### src/sv/cvbe_pkg.sv
// ----------------------------------------------------------------------------
// cvbe_pkg
// Shared constants, op codes and queue status type for the variant block
// extractor.
// ----------------------------------------------------------------------------
package cvbe_pkg;

	localparam int POS_BITS_DEF    = 20;
	localparam int QUEUE_DEPTH_DEF = 4;

	localparam int FIELD_POS_BITS = 20;
	localparam int RUN_BITS       = 20;
	localparam int OP_BITS        = 4;
	localparam int BASE_BITS      = 8;

	typedef enum logic [OP_BITS-1:0] {
		OP_ALN_MATCH = 4'd0,
		OP_REF_RUN   = 4'd1,
		OP_ALT_RUN   = 4'd2,
		OP_SEQ_MATCH = 4'd7,
		OP_SEQ_DIFF  = 4'd8
	} cigar_op_t;

	typedef struct packed {
		logic full;
		logic empty;
	} q_stat_t;

endpackage

### src/sv/cvbe_col_if.sv
// ----------------------------------------------------------------------------
// cvbe_col_if
// Aligned column channel: valid/ready handshake with one column item.
// ----------------------------------------------------------------------------
interface cvbe_col_if;
	import cvbe_pkg::*;

	logic                      valid;
	logic                      ready;
	logic                      first_column;
	logic                      last_column;
	logic [OP_BITS-1:0]        op;
	logic [RUN_BITS-1:0]       run_length;
	logic [BASE_BITS-1:0]      ref_base;
	logic [BASE_BITS-1:0]      alt_base;
	logic [FIELD_POS_BITS-1:0] ref_origin;
	logic [FIELD_POS_BITS-1:0] alt_origin;

	modport source (
		output valid, first_column, last_column, op, run_length,
		       ref_base, alt_base, ref_origin, alt_origin,
		input  ready
	);

	modport sink (
		input  valid, first_column, last_column, op, run_length,
		       ref_base, alt_base, ref_origin, alt_origin,
		output ready
	);

endinterface

### src/sv/cvbe_var_if.sv
// ----------------------------------------------------------------------------
// cvbe_var_if
// Variant block channel: valid/ready handshake with one variant item.
// ----------------------------------------------------------------------------
interface cvbe_var_if #(
	parameter int POS_BITS = cvbe_pkg::POS_BITS_DEF
);
	logic                valid;
	logic                ready;
	logic [POS_BITS-1:0] var_ref_start;
	logic [POS_BITS-1:0] var_ref_len;
	logic [POS_BITS-1:0] var_alt_start;
	logic [POS_BITS-1:0] var_alt_len;
	logic                run_last;

	modport source (
		output valid, var_ref_start, var_ref_len, var_alt_start, var_alt_len, run_last,
		input  ready
	);

	modport sink (
		input  valid, var_ref_start, var_ref_len, var_alt_start, var_alt_len, run_last,
		output ready
	);

endinterface

### src/sv/cvbe_front.sv
// ----------------------------------------------------------------------------
// cvbe_front
// Accepts column items, tracks positions and the open block, and queues the
// blocks each item flushes.
// ----------------------------------------------------------------------------
module cvbe_front #(
	parameter int POS_BITS = cvbe_pkg::POS_BITS_DEF
) (
	input  logic                    clk,
	input  logic                    arst_n,
	cvbe_col_if.sink                column,
	input  cvbe_pkg::q_stat_t       q_stat,
	output logic                    push,
	output logic [8*POS_BITS+1:0]   push_entry
);
	import cvbe_pkg::*;

	localparam logic [POS_BITS-1:0] POS_MASK = {POS_BITS{1'b1}};
	localparam logic [POS_BITS-1:0] POS_ONE  = POS_BITS'(1);

	typedef struct packed {
		logic [POS_BITS-1:0] ref_start;
		logic [POS_BITS-1:0] ref_len;
		logic [POS_BITS-1:0] alt_start;
		logic [POS_BITS-1:0] alt_len;
	} blk_t;

	typedef struct packed {
		logic v0;
		blk_t b0;
		logic v1;
		blk_t b1;
	} entry_t;

	logic [POS_BITS-1:0] ref_pos_q, alt_pos_q;
	logic                open_q;
	blk_t                blk_q;

	logic [POS_BITS-1:0] cur_ref, cur_alt, nxt_ref, nxt_alt;
	logic [POS_BITS-1:0] org_ref, org_alt, run_sat, run_wrap;
	logic                cur_open, open_n, accept;
	blk_t                blk_n;
	entry_t              ent;

	assign column.ready = !q_stat.full;
	assign accept       = column.valid && column.ready;
	assign push         = accept && (ent.v0 || ent.v1);
	assign push_entry   = ent;

	assign org_ref  = POS_BITS'(column.ref_origin);
	assign org_alt  = POS_BITS'(column.alt_origin);
	assign run_wrap = POS_BITS'(column.run_length);
	assign run_sat  = (33'(column.run_length) > 33'(POS_MASK)) ? POS_MASK : run_wrap;

	always_comb begin
		cur_ref  = column.first_column ? org_ref : ref_pos_q;
		cur_alt  = column.first_column ? org_alt : alt_pos_q;
		cur_open = column.first_column ? 1'b0 : open_q;
		nxt_ref  = cur_ref;
		nxt_alt  = cur_alt;
		blk_n    = blk_q;
		open_n   = cur_open;
		ent      = '0;
		ent.b0   = blk_q;
		unique case (column.op) inside
			OP_ALN_MATCH, OP_SEQ_MATCH, OP_SEQ_DIFF: begin
				if (column.ref_base != column.alt_base) begin
					if (!cur_open) begin
						blk_n.ref_start = cur_ref;
						blk_n.alt_start = cur_alt;
						blk_n.ref_len   = POS_ONE;
						blk_n.alt_len   = POS_ONE;
					end else begin
						blk_n.ref_len = (blk_q.ref_len == POS_MASK) ? POS_MASK
						              : blk_q.ref_len + POS_ONE;
						blk_n.alt_len = (blk_q.alt_len == POS_MASK) ? POS_MASK
						              : blk_q.alt_len + POS_ONE;
					end
					open_n = 1'b1;
				end else begin
					ent.v0 = cur_open;
					open_n = 1'b0;
				end
				nxt_ref = cur_ref + POS_ONE;
				nxt_alt = cur_alt + POS_ONE;
			end
			OP_REF_RUN: begin
				ent.v0          = cur_open;
				blk_n.ref_start = cur_ref;
				blk_n.alt_start = cur_alt;
				blk_n.ref_len   = run_sat;
				blk_n.alt_len   = '0;
				open_n          = 1'b1;
				nxt_ref         = cur_ref + run_wrap;
			end
			OP_ALT_RUN: begin
				ent.v0          = cur_open;
				blk_n.ref_start = cur_ref;
				blk_n.alt_start = cur_alt;
				blk_n.ref_len   = '0;
				blk_n.alt_len   = run_sat;
				open_n          = 1'b1;
				nxt_alt         = cur_alt + run_wrap;
			end
			default: begin
			end
		endcase
		ent.b1 = blk_n;
		ent.v1 = column.last_column && open_n;
		if (column.last_column) begin
			open_n = 1'b0;
		end
	end

	always_ff @(posedge clk or negedge arst_n) begin
		if (!arst_n) begin
			ref_pos_q <= '0;
			alt_pos_q <= '0;
			open_q    <= 1'b0;
			blk_q     <= '0;
		end else if (accept) begin
			ref_pos_q <= nxt_ref;
			alt_pos_q <= nxt_alt;
			open_q    <= open_n;
			blk_q     <= blk_n;
		end
	end

endmodule

### src/sv/cvbe_queue.sv
// ----------------------------------------------------------------------------
// cvbe_queue
// Short register queue between the front and back parts.
// ----------------------------------------------------------------------------
module cvbe_queue #(
	parameter int WIDTH = 2 + 8 * cvbe_pkg::POS_BITS_DEF,
	parameter int DEPTH = cvbe_pkg::QUEUE_DEPTH_DEF
) (
	input  logic                 clk,
	input  logic                 arst_n,
	input  logic                 push,
	input  logic [WIDTH-1:0]     push_entry,
	input  logic                 pop,
	output logic [WIDTH-1:0]     head_entry,
	output cvbe_pkg::q_stat_t    q_stat
);
	import cvbe_pkg::*;

	localparam int PTR_W = (DEPTH > 1) ? $clog2(DEPTH) : 1;
	localparam int CNT_W = $clog2(DEPTH + 1);
	localparam logic [PTR_W-1:0] PTR_LAST = PTR_W'(DEPTH - 1);
	localparam logic [CNT_W-1:0] CNT_FULL = CNT_W'(DEPTH);

	logic [WIDTH-1:0] slot_q [DEPTH];
	logic [PTR_W-1:0] wr_ptr_q, rd_ptr_q;
	logic [CNT_W-1:0] count_q;
	logic             do_push, do_pop;

	assign q_stat.full  = (count_q == CNT_FULL);
	assign q_stat.empty = (count_q == '0);
	assign do_push      = push && !q_stat.full;
	assign do_pop       = pop && !q_stat.empty;
	assign head_entry   = slot_q[rd_ptr_q];

	always_ff @(posedge clk) begin
		if (do_push) begin
			slot_q[wr_ptr_q] <= push_entry;
		end
	end

	always_ff @(posedge clk or negedge arst_n) begin
		if (!arst_n) begin
			wr_ptr_q <= '0;
			rd_ptr_q <= '0;
			count_q  <= '0;
		end else begin
			if (do_push) begin
				wr_ptr_q <= (wr_ptr_q == PTR_LAST) ? '0 : wr_ptr_q + PTR_W'(1);
			end
			if (do_pop) begin
				rd_ptr_q <= (rd_ptr_q == PTR_LAST) ? '0 : rd_ptr_q + PTR_W'(1);
			end
			if (do_push && !do_pop) begin
				count_q <= count_q + CNT_W'(1);
			end else if (do_pop && !do_push) begin
				count_q <= count_q - CNT_W'(1);
			end
		end
	end

endmodule

### src/sv/cvbe_back.sv
// ----------------------------------------------------------------------------
// cvbe_back
// Unpacks queued entries into one variant item per cycle while the receiver
// is ready and the queue is not empty, through an output register.
// ----------------------------------------------------------------------------
module cvbe_back #(
	parameter int POS_BITS = cvbe_pkg::POS_BITS_DEF
) (
	input  logic                    clk,
	input  logic                    arst_n,
	input  cvbe_pkg::q_stat_t       q_stat,
	input  logic [8*POS_BITS+1:0]   head_entry,
	output logic                    pop,
	cvbe_var_if.source              variant
);
	import cvbe_pkg::*;

	typedef struct packed {
		logic [POS_BITS-1:0] ref_start;
		logic [POS_BITS-1:0] ref_len;
		logic [POS_BITS-1:0] alt_start;
		logic [POS_BITS-1:0] alt_len;
	} blk_t;

	typedef struct packed {
		logic v0;
		blk_t b0;
		logic v1;
		blk_t b1;
	} entry_t;

	entry_t head;
	blk_t   sel_blk;
	logic   phase_q, sel_first, entry_done, load;
	logic   valid_q, run_last_q;
	blk_t   blk_q;

	assign head       = head_entry;
	assign sel_first  = !phase_q && head.v0;
	assign entry_done = !(sel_first && head.v1);
	assign sel_blk    = sel_first ? head.b0 : head.b1;
	assign load       = !q_stat.empty && (!valid_q || variant.ready);
	assign pop        = load && entry_done;

	assign variant.valid         = valid_q;
	assign variant.var_ref_start = blk_q.ref_start;
	assign variant.var_ref_len   = blk_q.ref_len;
	assign variant.var_alt_start = blk_q.alt_start;
	assign variant.var_alt_len   = blk_q.alt_len;
	assign variant.run_last      = run_last_q;

	always_ff @(posedge clk or negedge arst_n) begin
		if (!arst_n) begin
			valid_q <= 1'b0;
			phase_q <= 1'b0;
		end else begin
			if (load) begin
				valid_q <= 1'b1;
				phase_q <= !entry_done;
			end else if (variant.ready) begin
				valid_q <= 1'b0;
			end
		end
	end

	always_ff @(posedge clk) begin
		if (load) begin
			blk_q      <= sel_blk;
			run_last_q <= entry_done;
		end
	end

endmodule

### src/sv/cigar_variant_block_extractor.sv
// ----------------------------------------------------------------------------
// cigar_variant_block_extractor
// Turns a stream of aligned columns and indel runs into variant blocks.
// ----------------------------------------------------------------------------
// Channels: column (sink) takes one aligned column or indel run per item;
// variant (source) gives one variant block per item, with run_last set on
// the final block caused by a column item. A column item causes zero, one
// or two variant items.
// Throughput: one column item per cycle while the queue is not full;
// variant items leave at one per cycle while the receiver is ready, set
// by the single output register of the back part.
// A column item is written to the queue at the edge that takes it; its
// variant item then passes from the queue into the output register and on
// to the variant channel; a second block from the same column follows it.
// A queue of QUEUE_DEPTH entries sits between the front and back parts;
// column.ready drops only while that queue is full.
// Reset clears positions, the open block, the queue and the output valid
// flag; no variant item is valid after reset.
// When the variant receiver stalls, the output item holds, the queue
// fills, and then the column channel stalls; nothing is dropped.
// ----------------------------------------------------------------------------
module cigar_variant_block_extractor #(
	parameter int POS_BITS    = cvbe_pkg::POS_BITS_DEF,
	parameter int QUEUE_DEPTH = cvbe_pkg::QUEUE_DEPTH_DEF
) (
	input  logic       clk,
	input  logic       arst_n,
	cvbe_col_if.sink   column,
	cvbe_var_if.source variant
);
	import cvbe_pkg::*;

	localparam int ENTRY_BITS = 2 + 8 * POS_BITS;

	logic                  push, pop;
	logic [ENTRY_BITS-1:0] push_entry, head_entry;
	q_stat_t               q_stat;

	cvbe_front #(
		.POS_BITS (POS_BITS)
	) u_front (
		.clk        (clk),
		.arst_n     (arst_n),
		.column     (column),
		.q_stat     (q_stat),
		.push       (push),
		.push_entry (push_entry)
	);

	cvbe_queue #(
		.WIDTH (ENTRY_BITS),
		.DEPTH (QUEUE_DEPTH)
	) u_queue (
		.clk        (clk),
		.arst_n     (arst_n),
		.push       (push),
		.push_entry (push_entry),
		.pop        (pop),
		.head_entry (head_entry),
		.q_stat     (q_stat)
	);

	cvbe_back #(
		.POS_BITS (POS_BITS)
	) u_back (
		.clk        (clk),
		.arst_n     (arst_n),
		.q_stat     (q_stat),
		.head_entry (head_entry),
		.pop        (pop),
		.variant    (variant)
	);

endmodule
### src/flat_wrapper.sv
// flat-port wrapper written by rule: the top's interface ports become plain ports
module cigar_variant_block_extractor_flat import cvbe_pkg::*;
#(
	parameter int POS_BITS    = cvbe_pkg::POS_BITS_DEF,
	parameter int QUEUE_DEPTH = cvbe_pkg::QUEUE_DEPTH_DEF
)
  (clk, arst_n, column_valid, column_first_column, column_last_column, column_op, column_run_length, column_ref_base, column_alt_base, column_ref_origin, column_alt_origin, column_ready, variant_valid, variant_var_ref_start, variant_var_ref_len, variant_var_alt_start, variant_var_alt_len, variant_run_last, variant_ready);
  cvbe_col_if column_i ();
  cvbe_var_if #(.POS_BITS(POS_BITS)) variant_i ();
  input  logic clk;
  input  logic arst_n;
  input wire logic [$bits(column_i.valid)-1:0] column_valid;
  input wire logic [$bits(column_i.first_column)-1:0] column_first_column;
  input wire logic [$bits(column_i.last_column)-1:0] column_last_column;
  input wire logic [$bits(column_i.op)-1:0] column_op;
  input wire logic [$bits(column_i.run_length)-1:0] column_run_length;
  input wire logic [$bits(column_i.ref_base)-1:0] column_ref_base;
  input wire logic [$bits(column_i.alt_base)-1:0] column_alt_base;
  input wire logic [$bits(column_i.ref_origin)-1:0] column_ref_origin;
  input wire logic [$bits(column_i.alt_origin)-1:0] column_alt_origin;
  output wire logic [$bits(column_i.ready)-1:0] column_ready;
  output wire logic [$bits(variant_i.valid)-1:0] variant_valid;
  output wire logic [$bits(variant_i.var_ref_start)-1:0] variant_var_ref_start;
  output wire logic [$bits(variant_i.var_ref_len)-1:0] variant_var_ref_len;
  output wire logic [$bits(variant_i.var_alt_start)-1:0] variant_var_alt_start;
  output wire logic [$bits(variant_i.var_alt_len)-1:0] variant_var_alt_len;
  output wire logic [$bits(variant_i.run_last)-1:0] variant_run_last;
  input wire logic [$bits(variant_i.ready)-1:0] variant_ready;
  assign column_i.valid = column_valid;
  assign column_i.first_column = column_first_column;
  assign column_i.last_column = column_last_column;
  assign column_i.op = column_op;
  assign column_i.run_length = column_run_length;
  assign column_i.ref_base = column_ref_base;
  assign column_i.alt_base = column_alt_base;
  assign column_i.ref_origin = column_ref_origin;
  assign column_i.alt_origin = column_alt_origin;
  assign column_ready = column_i.ready;
  assign variant_valid = variant_i.valid;
  assign variant_var_ref_start = variant_i.var_ref_start;
  assign variant_var_ref_len = variant_i.var_ref_len;
  assign variant_var_alt_start = variant_i.var_alt_start;
  assign variant_var_alt_len = variant_i.var_alt_len;
  assign variant_run_last = variant_i.run_last;
  assign variant_i.ready = variant_ready;
  cigar_variant_block_extractor #(.POS_BITS(POS_BITS), .QUEUE_DEPTH(QUEUE_DEPTH)) u_core (.clk(clk), .arst_n(arst_n), .column(column_i), .variant(variant_i));
endmodule
### config.mk
export PLATFORM = sky130hd
export DESIGN_NAME = cigar_variant_block_extractor_flat
export DESIGN_NICKNAME = d
export VERILOG_FILES = /design/src/sv/cvbe_pkg.sv /design/src/sv/cvbe_col_if.sv /design/src/sv/cvbe_var_if.sv /design/src/sv/cvbe_front.sv /design/src/sv/cvbe_queue.sv /design/src/sv/cvbe_back.sv /design/src/sv/cigar_variant_block_extractor.sv /design/src/flat_wrapper.sv
export SDC_FILE = /design/constraint.sdc
export NUM_CORES = 1
export LEC_CHECK = 0
export BUFFER_PORTS_ARGS = -buffer_cell sky130_fd_sc_hd__buf_4
export CORE_ASPECT_RATIO = 1.25
export CORE_UTILIZATION = 25
export CTS_CLUSTER_DIAMETER = 50
export CTS_CLUSTER_SIZE = 24
export DETAILED_ROUTE_END_ITERATION = 8
export PLACE_DENSITY = 0.45
export SYNTH_ARGS = -nofsm -noshare
export SYNTH_HDL_FRONTEND = slang
export SYNTH_SLANG_ARGS = --single-unit
### constraint.sdc
create_clock -name clk -period 8.8 [get_ports clk]
set_input_delay 0.44 -clock clk [delete_from_list [all_inputs] [get_ports clk]]
set_output_delay 0.44 -clock clk [all_outputs]
set_load 0.01 [all_outputs]
Yosys cells after proc, flatten, opt, wreduce, memory -nomap -nowiden
Memory sizes are Yosys's and may differ from the RTL's.
Cells that the tools add are included.
{ "totals": {"memories": 1, "out_inout_bits": 83, "in_bits": 86, "reg_bits": 211, "elab_cells": 91, "ramBits": 648} }
{ "memory_table": {"columns": ["memory", "words", "width", "rd", "rd_clocked_by_memory_dff", "write_ports", "line", "source"], "rows": [
  ["u_core.u_queue.slot_q", 4, 162, 1, 0, 1, "cvbe_queue.sv:24", "logic [WIDTH-1:0] slot_q [DEPTH];"]
]} }
{ "classes": {"reduce_logical": 26, "n_mux": 27, "n_eq_ne": 10, "addsub": 10} }
{ "ops": {"columns": ["cell", "count"], "rows": [
  ["one-hot mux 80 bit (3 select lines)", 1],
  ["two-way mux 20 bit", 8],
  ["two-way mux 80 bit", 2],
  ["adder 20 x 1 -> 20 bit, second input constant", 4],
  ["one-hot mux 20 bit (2 select lines)", 2],
  ["adder 20 bit", 2],
  ["equality test 20 bit, second input constant", 2],
  ["logical AND 1 bit", 11],
  ["two-way mux 1 bit", 8],
  ["inequality test 8 bit", 1],
  ["logical NOT 1 bit", 7],
  ["two-way mux 3 bit", 2],
  ["adder 2 x 1 -> 2 bit, second input constant", 2],
  ["equality test 2 bit, second input constant", 2],
  ["equality test 4 x 1 -> 1 bit, second input constant", 1],
  ["equality test 4 x 2 -> 1 bit, second input constant", 1],
  ["equality test 4 x 3 -> 1 bit, second input constant", 1],
  ["equality test 4 bit, second input constant", 1],
  ["logical NOT 4 bit", 1],
  ["two-way mux 2 bit", 2],
  ["one-hot mux 1 bit (2 select lines)", 2],
  ["nonzero test 2 bit", 2],
  ["adder 3 x 1 -> 3 bit, second input constant", 1],
  ["equality test 3 bit, second input constant", 1],
  ["5 further kinds", 6]
]} }

Logic depth before layout (Yosys ltp)
Gate-level depths: netlist (run 1).
{ "depth": {"word_depth": 11, "ltp_mapped": 16, "ltp_nobuf": 14} }

By module
From an unflattened synthesis (run 1), not the netlist that was laid out.
{ "unflattened": {"cells_unflattened": 2339, "hier_area_um2": 36825.3} }
{ "modules_own_cells": {"columns": ["mod", "n_inst", "seq_area_each_um2", "area_per_inst_um2", "cells_each"], "rows": [
  ["cvbe_queue", 1, 19633.8, 23799.1, 883],
  ["cvbe_front", 1, 3027.9, 9449.1, 1276],
  ["cvbe_back", 1, 2482.4, 3577.2, 180]
]} }

Worst setup path before layout (run 1)
No wires, ideal clock.
{ "synth_path": {"path_type": "flip-flop to flip-flop", "start": "register u_core.u_queue.count_q[0]", "end": "register u_core.u_queue.count_q[1]", "setup_time_ns": 0.125, "path_buffers": 0, "required_time_ns": 8.675, "stages_incl_launch_ff": 8, "path_slack_ns": 2.397, "arrival_time_ns": 6.279, "period_less_slack_ns": 6.403, "cell_sequence": "dfrtp_1 > nor3_1 > a21oi_1 > nand2_1 > ha_1 > inv_1 > fa_1 > mux2_2"} }
{ "synth_between": {"elab_chain_len": 8, "elab_cells_between_ends": 19, "classes_between": "add/sub (2); eq/ne (1); mux (2); reduce/logical (14)"} }
{ "synth_rtl": {"columns": ["item", "line", "source"], "rows": [
  ["from (decl)", "cvbe_queue.sv:26", "logic [CNT_W-1:0] count_q;"],
  ["from (signal assigned)", "cvbe_queue.sv:54", "count_q <= count_q + CNT_W'(1);"],
  ["from (signal assigned)", "cvbe_queue.sv:56", "count_q <= count_q - CNT_W'(1);"],
  ["logical NOT 3 bit (*)", "cvbe_queue.sv:30", "assign q_stat.empty = (count_q == '0);"],
  ["logical NOT 1 bit (*)", "cvbe_back.sv:42", "assign load = !q_stat.empty && (!valid_q || variant.ready);"],
  ["logical AND 1 bit (*)", "cvbe_back.sv:42", null],
  ["net u_core.u_back.load", "cvbe_back.sv:34", "logic phase_q, sel_first, entry_done, load;"],
  ["logical AND 1 bit (*)", "cvbe_back.sv:43", "assign pop = load && entry_done;"],
  ["logical AND 1 bit (*)", "cvbe_queue.sv:32", "assign do_pop = pop && !q_stat.empty;"],
  ["logical NOT 1 bit", "cvbe_queue.sv:53", "if (do_push && !do_pop) begin"],
  ["logical AND 1 bit", "cvbe_queue.sv:53", null],
  ["two-way mux 3 bit / nonzero test 2 bit (equally long branches)", null, null]
]} }
Mark *: on every way through the listed nets, which the timed path passes. The rest lies on a longest branch. The select of a mux whose other input is x is not followed.
A chain may end at the register's enable or synchronous reset.

Worst setup path after layout (run 1)
{ "layout_path": {"start": "input column_first_column", "end": "memory u_core.u_queue.slot_q[0][32] (netlist bit), enable pin"} }
{ "layout_between": {"elab_chain_len": 8, "elab_cells_between_ends": 10, "classes_between": "mux (6); reduce/logical (4)"} }
{ "layout_rtl": {"columns": ["item", "line", "source"], "rows": [
  ["from (decl)", "flat_wrapper.sv:13", "input wire logic [$bits(column_i.first_column)-1:0] column_first_column;"],
  ["two-way mux 1 bit (*)", "cvbe_front.sv:58", "cur_open = column.first_column ? 1'b0 : open_q;"],
  ["two-way mux 1 bit / one-hot mux 1 bit (2 select lines) (equally long branches)", "cvbe_front.sv:67, cvbe_front.sv:65", null],
  ["one-hot mux 1 bit (2 select lines) / logical AND 1 bit (equally long branches)", "cvbe_front.sv:65, cvbe_front.sv:109", null],
  ["logical OR 1 bit (*)", "cvbe_front.sv:47", "assign push = accept && (ent.v0 || ent.v1);"],
  ["logical AND 1 bit (*)", "cvbe_front.sv:47", null],
  ["logical AND 1 bit (*)", "cvbe_queue.sv:31", "assign do_push = push && !q_stat.full;"],
  ["net u_core.u_queue.do_push", "cvbe_queue.sv:27", "logic do_push, do_pop;"],
  ["two-way mux 1 bit (*)", "cvbe_queue.sv:36", "if (do_push) begin"],
  ["two-way mux 1 bit (implied by the code) (*)", "cvbe_queue.sv:37", "slot_q[wr_ptr_q] <= push_entry;"],
  ["to (decl)", "cvbe_queue.sv:24", null]
]} }
Mark *: on every way through the listed nets, which the timed path passes. The rest lies on a longest branch.

==> results.yml, run 1 <==
synthesis:
  ys_seq_area_share_pct: 68.8
  syn_avg_cell_area_um2: 15.9
  yosysWarnings: 0
  synth-simple-area-share_pct: 6.18
  synth-seq-cells: 859
  synth_edf_count: 729
  synth_compound_area_share_pct: 6.55
  synth_top_family_by_area: "multiplexers"
  syn_inst: 2299
  synth.distinct_cells: 67
  synth_top_flop_cell: "edfxtp_1"
  synthMuxAreaShare_pct: 13.9
  synth-xor-area-share_pct: 0.911
  synth_fp_nets: 2434
  synth_fa_ha_area_share_pct: 1.77
  synthArstFlopShare_pct: 15.1
  synth_area_um2: 36500
layout:
  layout-drive-gt1-share_pct: 25.2
  finalNetCount: 2625
  regArea_um2: 25200
  area_growth_pct: 19.5
  multi_input_area_um2: 10800
  num-fill-cells: 14367
clocking:
  clkLatencyLatePin_ns: 0.71
  cts_resized: 0
  root_buffer: "clkbuf_16"
  cts_tree: "yes"
  post_cts_buffers: 0
  clk_pin_slew_ns: 0.06
  hold_buffers: 3
  cts_sinks: 859
  cts_buffer_depth: 3
  cts_buffers: 98
  htreeDepth: 3
placed_design:
  dp_hpwl_mm: 63.3
  numPortBuffers: 168
  place_congestion: 0.803
worst_setup_path:
  crit_start: "column_first_column"
  worstPathArrival_ns: 4.40
  cp.required_ns: 9.12
  cp-end-kind: "flop"
  rr_worst_depth: 5
  endpoint: "u_core.u_queue.slot_q[0][32]"
  r2r_setup_slack_ns: 4.73
  crit_fanout: 65
  startpoint_type: "input port"
  r2r_end: "u_core.u_queue.slot_q[0][32]"
  critPathKind: "in -> reg"
  reg2reg_from: "u_core.u_front.open_q"
routing:
  postRouteAntennaNets: 0
  routedWlPerCell_um: 22.0
  dr.max_layer_used: "met5"
  wl_met3_mm: 4.97
  drcViolationCount: 0
  via_per_inst: 4.64
  met1Wirelength_mm: 43.1
  drt_iter0_drc: 1454
  wl_mm: 98.3
  vias: 20770
  wl_met2_mm: 47.6
  drtPass1Iterations: 7
floorplan:
  coreArea_um2: 145000
  num_rows: 156
  die_h_um: 429
  die-width_um: 344
  floorplan.initialDensity_pct: 25.2
  io_pins: 169
  die_area_um2: 148000
pwr:
  leakage_nw: 15.6
  internal_power_w: 0.00936
  p_sw_w: 0.00428
  p_total_w: 0.0136
  clock_power_share_pct: 32.2
  power.density_nw_per_um2: 312
  power.share.switching_pct: 31.4
  comb_power_share_pct: 24.3
  vdd_drop_max_v: 0.000234
  seqPwrFrac_pct: 43.4
timing:
  whs_ns: 0.108
  skew_ns: 0.0272
  rsz0062_at_grt: "false"
  fin_setup_tns_ns: 0
  slew_headroom_pct: 27.1
  tightestPinTransition_ns: 1.09
  setup_viol: 0
  slew_viol_final: 0
  fmax_mhz: 245
  period_share_pct: 46.3
  period_needed_ns: 4.07
  final_hold_viol_count: 0
global_route:
  track_usage_pct: 13.4
  grt_pass1_vias: 21597
  grt_max_degree: 164
  antenna_found_initial: 5
  grt_pass1_wl_mm: 146
  gr-total-overflow: 0
flow_run:
  cap_viol_max_count: 0
status:
  status: "finished clean"
hold_path:
  hold_path_class: "in -> reg"
cells in the mapped netlist, types with 10 or more instances:
cell type  instances  area [um^2]
nor2_1           144          541
a21oi_1          119          596
clkbuf_1          78          293
mux2i_1           44          440
xor2_1            12          105
nand2_1          179          672
nand2b_1          16          100
and3_1            14         87.6
o31ai_1           10         75.1
mux2_2            87          980
a31oi_1           20          125
nand3_1           29          145
a21o_1            26          195
dfrtp_1          130         3250
xnor2_1           26          228
o21ai_0          144          721
inv_1             63          236
nor3_1            23          115
and2_1            36          225
nor2b_1           14         87.6
ha_1              46          576
buf_2             11         55.1
edfxtp_1         729        21900
a221o_1           16          160
buf_4             10         75.1
mux4_2           162         3650
stage by stage:
step	cells	setup WS, ns	instance area [um^2]	util [%]
after floorplan	2299	2.40	36500	-
after global placement	4283	4.12	40100	27.7
after detailed placement	4283	3.96	40100	27.7
after CTS	4471	4.64	43700	30.2
after global routing	4471	4.43	43700	30.2
final	4472	4.73	43700	30.2
power by group through the flow:
stage	sequential (W)	combinational, W	clock (W)
after floorplan	0.00592	0.00214	0
after global placement	0.00600	0.00341	0
after detailed placement	0.00603	0.00343	0
after CTS	0.00595	0.00346	0.00452
after global routing	0.00602	0.00365	0.00466
final	0.00593	0.00332	0.00439
state kept, by name, summed over array words and instances, names as in the netlist:
| name | cells |
|---|---|
| u_core.u_front.alt_pos_q | 20 |
| u_core.u_back.variant.var_alt_len | 20 |
| u_core.u_back.variant.var_ref_start | 20 |
| u_core.u_front.push_entry | 80 |
| u_core.u_back.phase_q | 1 |
| u_core.u_back.variant.run_last | 1 |
| u_core.u_front.ref_pos_q | 20 |
| u_core.u_back.variant.valid | 1 |
| u_core.u_front.open_q | 1 |
| u_core.u_queue.slot_q | 648 |
| u_core.u_queue.rd_ptr_q | 2 |
| u_core.u_queue.wr_ptr_q | 2 |
| u_core.u_back.variant.var_ref_len | 20 |
| u_core.u_queue.count_q | 3 |
| u_core.u_back.variant.var_alt_start | 20 |
cell usage in the layout (no fill, tap or decap), types with 8 or more instances in the layout:
cell type	count
xor2_1	12
and2_1	31
clkbuf_16	99
nor3_1	23
mux2_2	87
nand2b_1	16
inv_8	12
a21o_1	26
edfxtp_1	729
nor2_1	143
nor2b_1	14
and3_1	14
a21oi_1	118
o21a_1	8
a31oi_1	20
inv_6	14
mux2i_1	44
mux4_2	162
o31ai_1	10
ha_1	46
o21ai_0	144
o21ai_1	8
xnor2_1	26
clkinv_8	15
buf_4	188
inv_1	63
nand3_1	29
dfrtp_1	128
a221o_1	16
nand2_1	176
a22o_1	9
area by class of cell:
cell class                 instances  share of cell area, %
sequential                       859                   57.6
multi-input combinational       1271                   24.7
clock buffer                     104                   5.72
tap                             1896                   5.43
timing repair buffer             197                   3.56
clock inverter                    81                   2.51
inverter                          63                  0.541
antenna                            1                0.00573
critical path: stages:
cell	delay, ns
buf_4	0.21
buf_4	0.34
nor2b_1	0.65
o21ai_0	0.21
a31oi_1	0.66
and2_4	0.94
buf_4	0.78
metal layers:
layer / track usage [%] / up-vias
met5: 0 / -
met4: 4.27 / 2
met3: 2.30 / 134
met2: 21.9 / 575
met1: 17.9 / 10747
li1: - / 9312
logic make-up (layout without fill, tap and decap cells):
family | count (synthesis) | after routing
mux | 293 | 293
compound gates | 402 | 402
xor+xnor | 38 | 38
fa+ha+maj | 50 | 50
buf+inv | 169 | 445
simple gates | 488 | 488
other cells | 0 | 1
flops | 859 | 859
worst min-delay path by stage:
stage / startpoint / to / slack (ns) / cells after the start
final: column_alt_origin[19] / u_core.u_front.alt_pos_q[19] / 0.11 / 3
after floorplan: arst_n / u_core.u_back.phase_q / 0.14 / 0
after global placement: arst_n / u_core.u_back.variant.valid / 0.36 / 1
after CTS: column_alt_origin[19] / u_core.u_front.alt_pos_q[19] / 0.06 / 3
after global routing: column_alt_origin[19] / u_core.u_front.alt_pos_q[19] / 0.08 / 3
after detailed placement: arst_n / u_core.u_back.variant.valid / 0.36 / 1
Note: power is estimated with default switching activity, not from simulation.
==> inputs of run 2 (changes only) <==
PLACE_DENSITY = 0.47   (was 0.45)
clock period = 3.4 ns   (was 8.8 ns; I/O delays follow)
==> run 2 against run 1 <==
  * Non-clock buffer count rose by 143
  * Sequential share of layout area decreased by 1.1 points
  * Sequential cell count did not move
  * Routed wire length increased by 0.97%
  * Global-route usage hardly changed
  * Worst hold slack lost 0.088 ns
  * Register-to-register slack got worse by 4.3 ns
  * Critical path depth grew 4
  * Critical endpoint is now u_core.u_front.ref_pos_q[19]
  * Largest power group unchanged
  * Highest routed layer is now met4
==> results.yml, run 2 (synthesis gave the netlist of run 1 again) <==
routing:
  vias: 20876
  postRouteAntennaNets: 0
  wl_mm: 99.2
  drtPass1Iterations: 5
  drcViolationCount: 0
  drt_iter0_drc: 1391
  routedWlPerCell_um: 21.7
  via_per_inst: 4.56
layout:
  finalNetCount: 2750
  num-fill-cells: 14345
  layout_commonest_cell: "edfxtp_1"
  layout-drive-gt1-share_pct: 27.3
  largest_reg_flops: 648
  layout_common_cells: "729 x edfxtp_1, 271 x buf_4, 176 x nand2_1, 162 x mux4_2, 144 x o21ai_0"
  regMostFlops: "u_core.u_queue.slot_q"
  area_growth_pct: 21.8
  stdcell_count: 4583
  fin_area_um2: 44500
global_route:
  grt_pass1_wl_mm: 146
  track_usage_pct: 13.4
  gr-total-overflow: 0
  grt_max_degree: 117
  antenna_found_initial: 8
  grt_pass1_vias: 21111
timing:
  setup_viol: 0
  period_share_pct: 88.0
  fmax_mhz: 334
  slew_viol_final: 0
  whs_ns: 0.0196
  slew_headroom_pct: 38.1
  rsz0062_at_grt: "false"
  skew_ns: 0.0253
  tightestPinTransition_ns: 0.929
  period_needed_ns: 2.99
  final_hold_viol_count: 0
floorplan:
  floorplan.initialDensity_pct: 25.2
  num_rows: 156
  die_area_um2: 148000
  die_h_um: 429
  coreArea_um2: 145000
  io_pins: 169
  die-width_um: 344
clocking:
  cts_tree: "yes"
  post_cts_buffers: 0
  cts_sinks: 859
  cts_buffer_depth: 3
  root_buffer: "clkbuf_16"
  clkLatencyLatePin_ns: 0.69
  cts_buffers: 80
  htreeDepth: 3
  clk_pin_slew_ns: 0.07
  cts_resized: 0
worst_setup_path:
  reg2reg_from: "u_core.u_front.ref_pos_q[1]"
  startpoint_type: "flop"
  critPathKind: "reg -> reg"
  cp.required_ns: 3.96
  worstPathArrival_ns: 3.56
  r2r_end: "u_core.u_front.ref_pos_q[19]"
  crit_fanout: 3
  cp_slowest_cell: "dfrtp_1"
  crit_chain: "mux2_2, ha_1, a21oi_1, o211ai_1, nand2b_1, a31oi_1, o21ai_0, a21oi_1, mux2i_1, mux2i_1, o211ai_1"
  critical-path-max-stage-delay_ns: 0.39
  r2r_setup_slack_ns: 0.41
  cp-end-kind: "flop"
  rr_worst_depth: 11
placed_design:
  numPortBuffers: 168
  dp.cells: 4395
  placed_area_um2: 41300
  dp_hpwl_mm: 67.7
  place_congestion: 0.846
pwr:
  leakage_nw: 16.1
  vdd_drop_max_v: 0.000569
  power.density_nw_per_um2: 768
hold_path:
  hold_path_class: "in -> async"
status:
  status: "finished clean"
flow_run:
  cap_viol_max_count: 0
[run 2: cell types whose count changed in the layout (fill, tap and decap cells not counted), sizes merged]
cell         before  now
buf             194  306
dlygate4sd3       3   34
clkbuf          104   81
bufinv            7    1
clkinvlp          7    1
diode             1    5
inv              99   98
[run 2: layout make-up]
cell class	instances	area (um^2)	share of cell area, %
sequential	859	25200	56.5
multi-input combinational	1271	10800	24.2
timing repair buffer	340	3070	6.89
tap	1896	2370	5.33
clock buffer	81	2020	4.53
clock inverter	68	880	1.98
inverter	63	236	0.531
antenna	5	12.5	0.0281
[run 2: how the worst max path moves through the flow]
| stage | start | endpoint | slack, ns | cells after the start |
|---|---|---|---|---|
| after global placement | column_op[2] | u_core.u_front.alt_pos_q[12] | 0.08 | 17 |
| after floorplan | column_op[3] | u_core.u_queue.slot_q[3][0] | -0.51 | 6 |
| final | u_core.u_front.ref_pos_q[1] | u_core.u_front.ref_pos_q[19] | 0.41 | 11 |
| after CTS | u_core.u_front.ref_pos_q[1] | u_core.u_front.ref_pos_q[19] | 0.37 | 11 |
| after detailed placement | column_op[2] | u_core.u_front.ref_pos_q[19] | 0.1 | 15 |
| after global routing | u_core.u_front.alt_pos_q[0] | u_core.u_front.alt_pos_q[16] | 0.08 | 14 |
[run 2: what timing repair did]
action / CTS / global route
hold endpoints to repair: 174 / 0
hold buffers: 34 / 0
setup endpoints to repair: 0 / 0
[run 2: per-stage QoR]
stage / utilization (%) / worst slack, ns / TNS, ns / total power, W
detailed placement: 28.5 / 0.0975 / 0 / 0.0250
global placement: 28.5 / 0.0812 / 0 / 0.0250
CTS: 30.7 / 0.366 / 0 / 0.0349
finish: 30.7 / 0.407 / 0 / 0.0342
floorplan: - / -0.507 / -329.10 / 0.0208
global route: 30.7 / 0.0843 / 0 / 0.0359
[run 2: where the power goes]
part,internal [W],switching [W],leakage (nW)
clock,0.00485,0.00483,1.41
combinational,0.00440,0.00499,6.33
sequential,0.0140,0.00110,8.36
total,0.0233,0.0109,16.1
[run 2: worst max-delay path: cells and delay by family, from the launching register on]
kind	cells	cell delay, ns
adders and majority gates	1	0.29
and+or+nand+nor	1	0.19
DFF	1	0.39
AOI/OAI and AO/OA	6	1.15
muxes	3	0.86
[run 2: metal layers]
layer | global-route usage, % | routed length (um)
met1 | 18.0 | 44000
met2 | 22.2 | 48600
met3 | 1.99 | 4400
met4 | 4.06 | 2190
met5 | 0 | 0
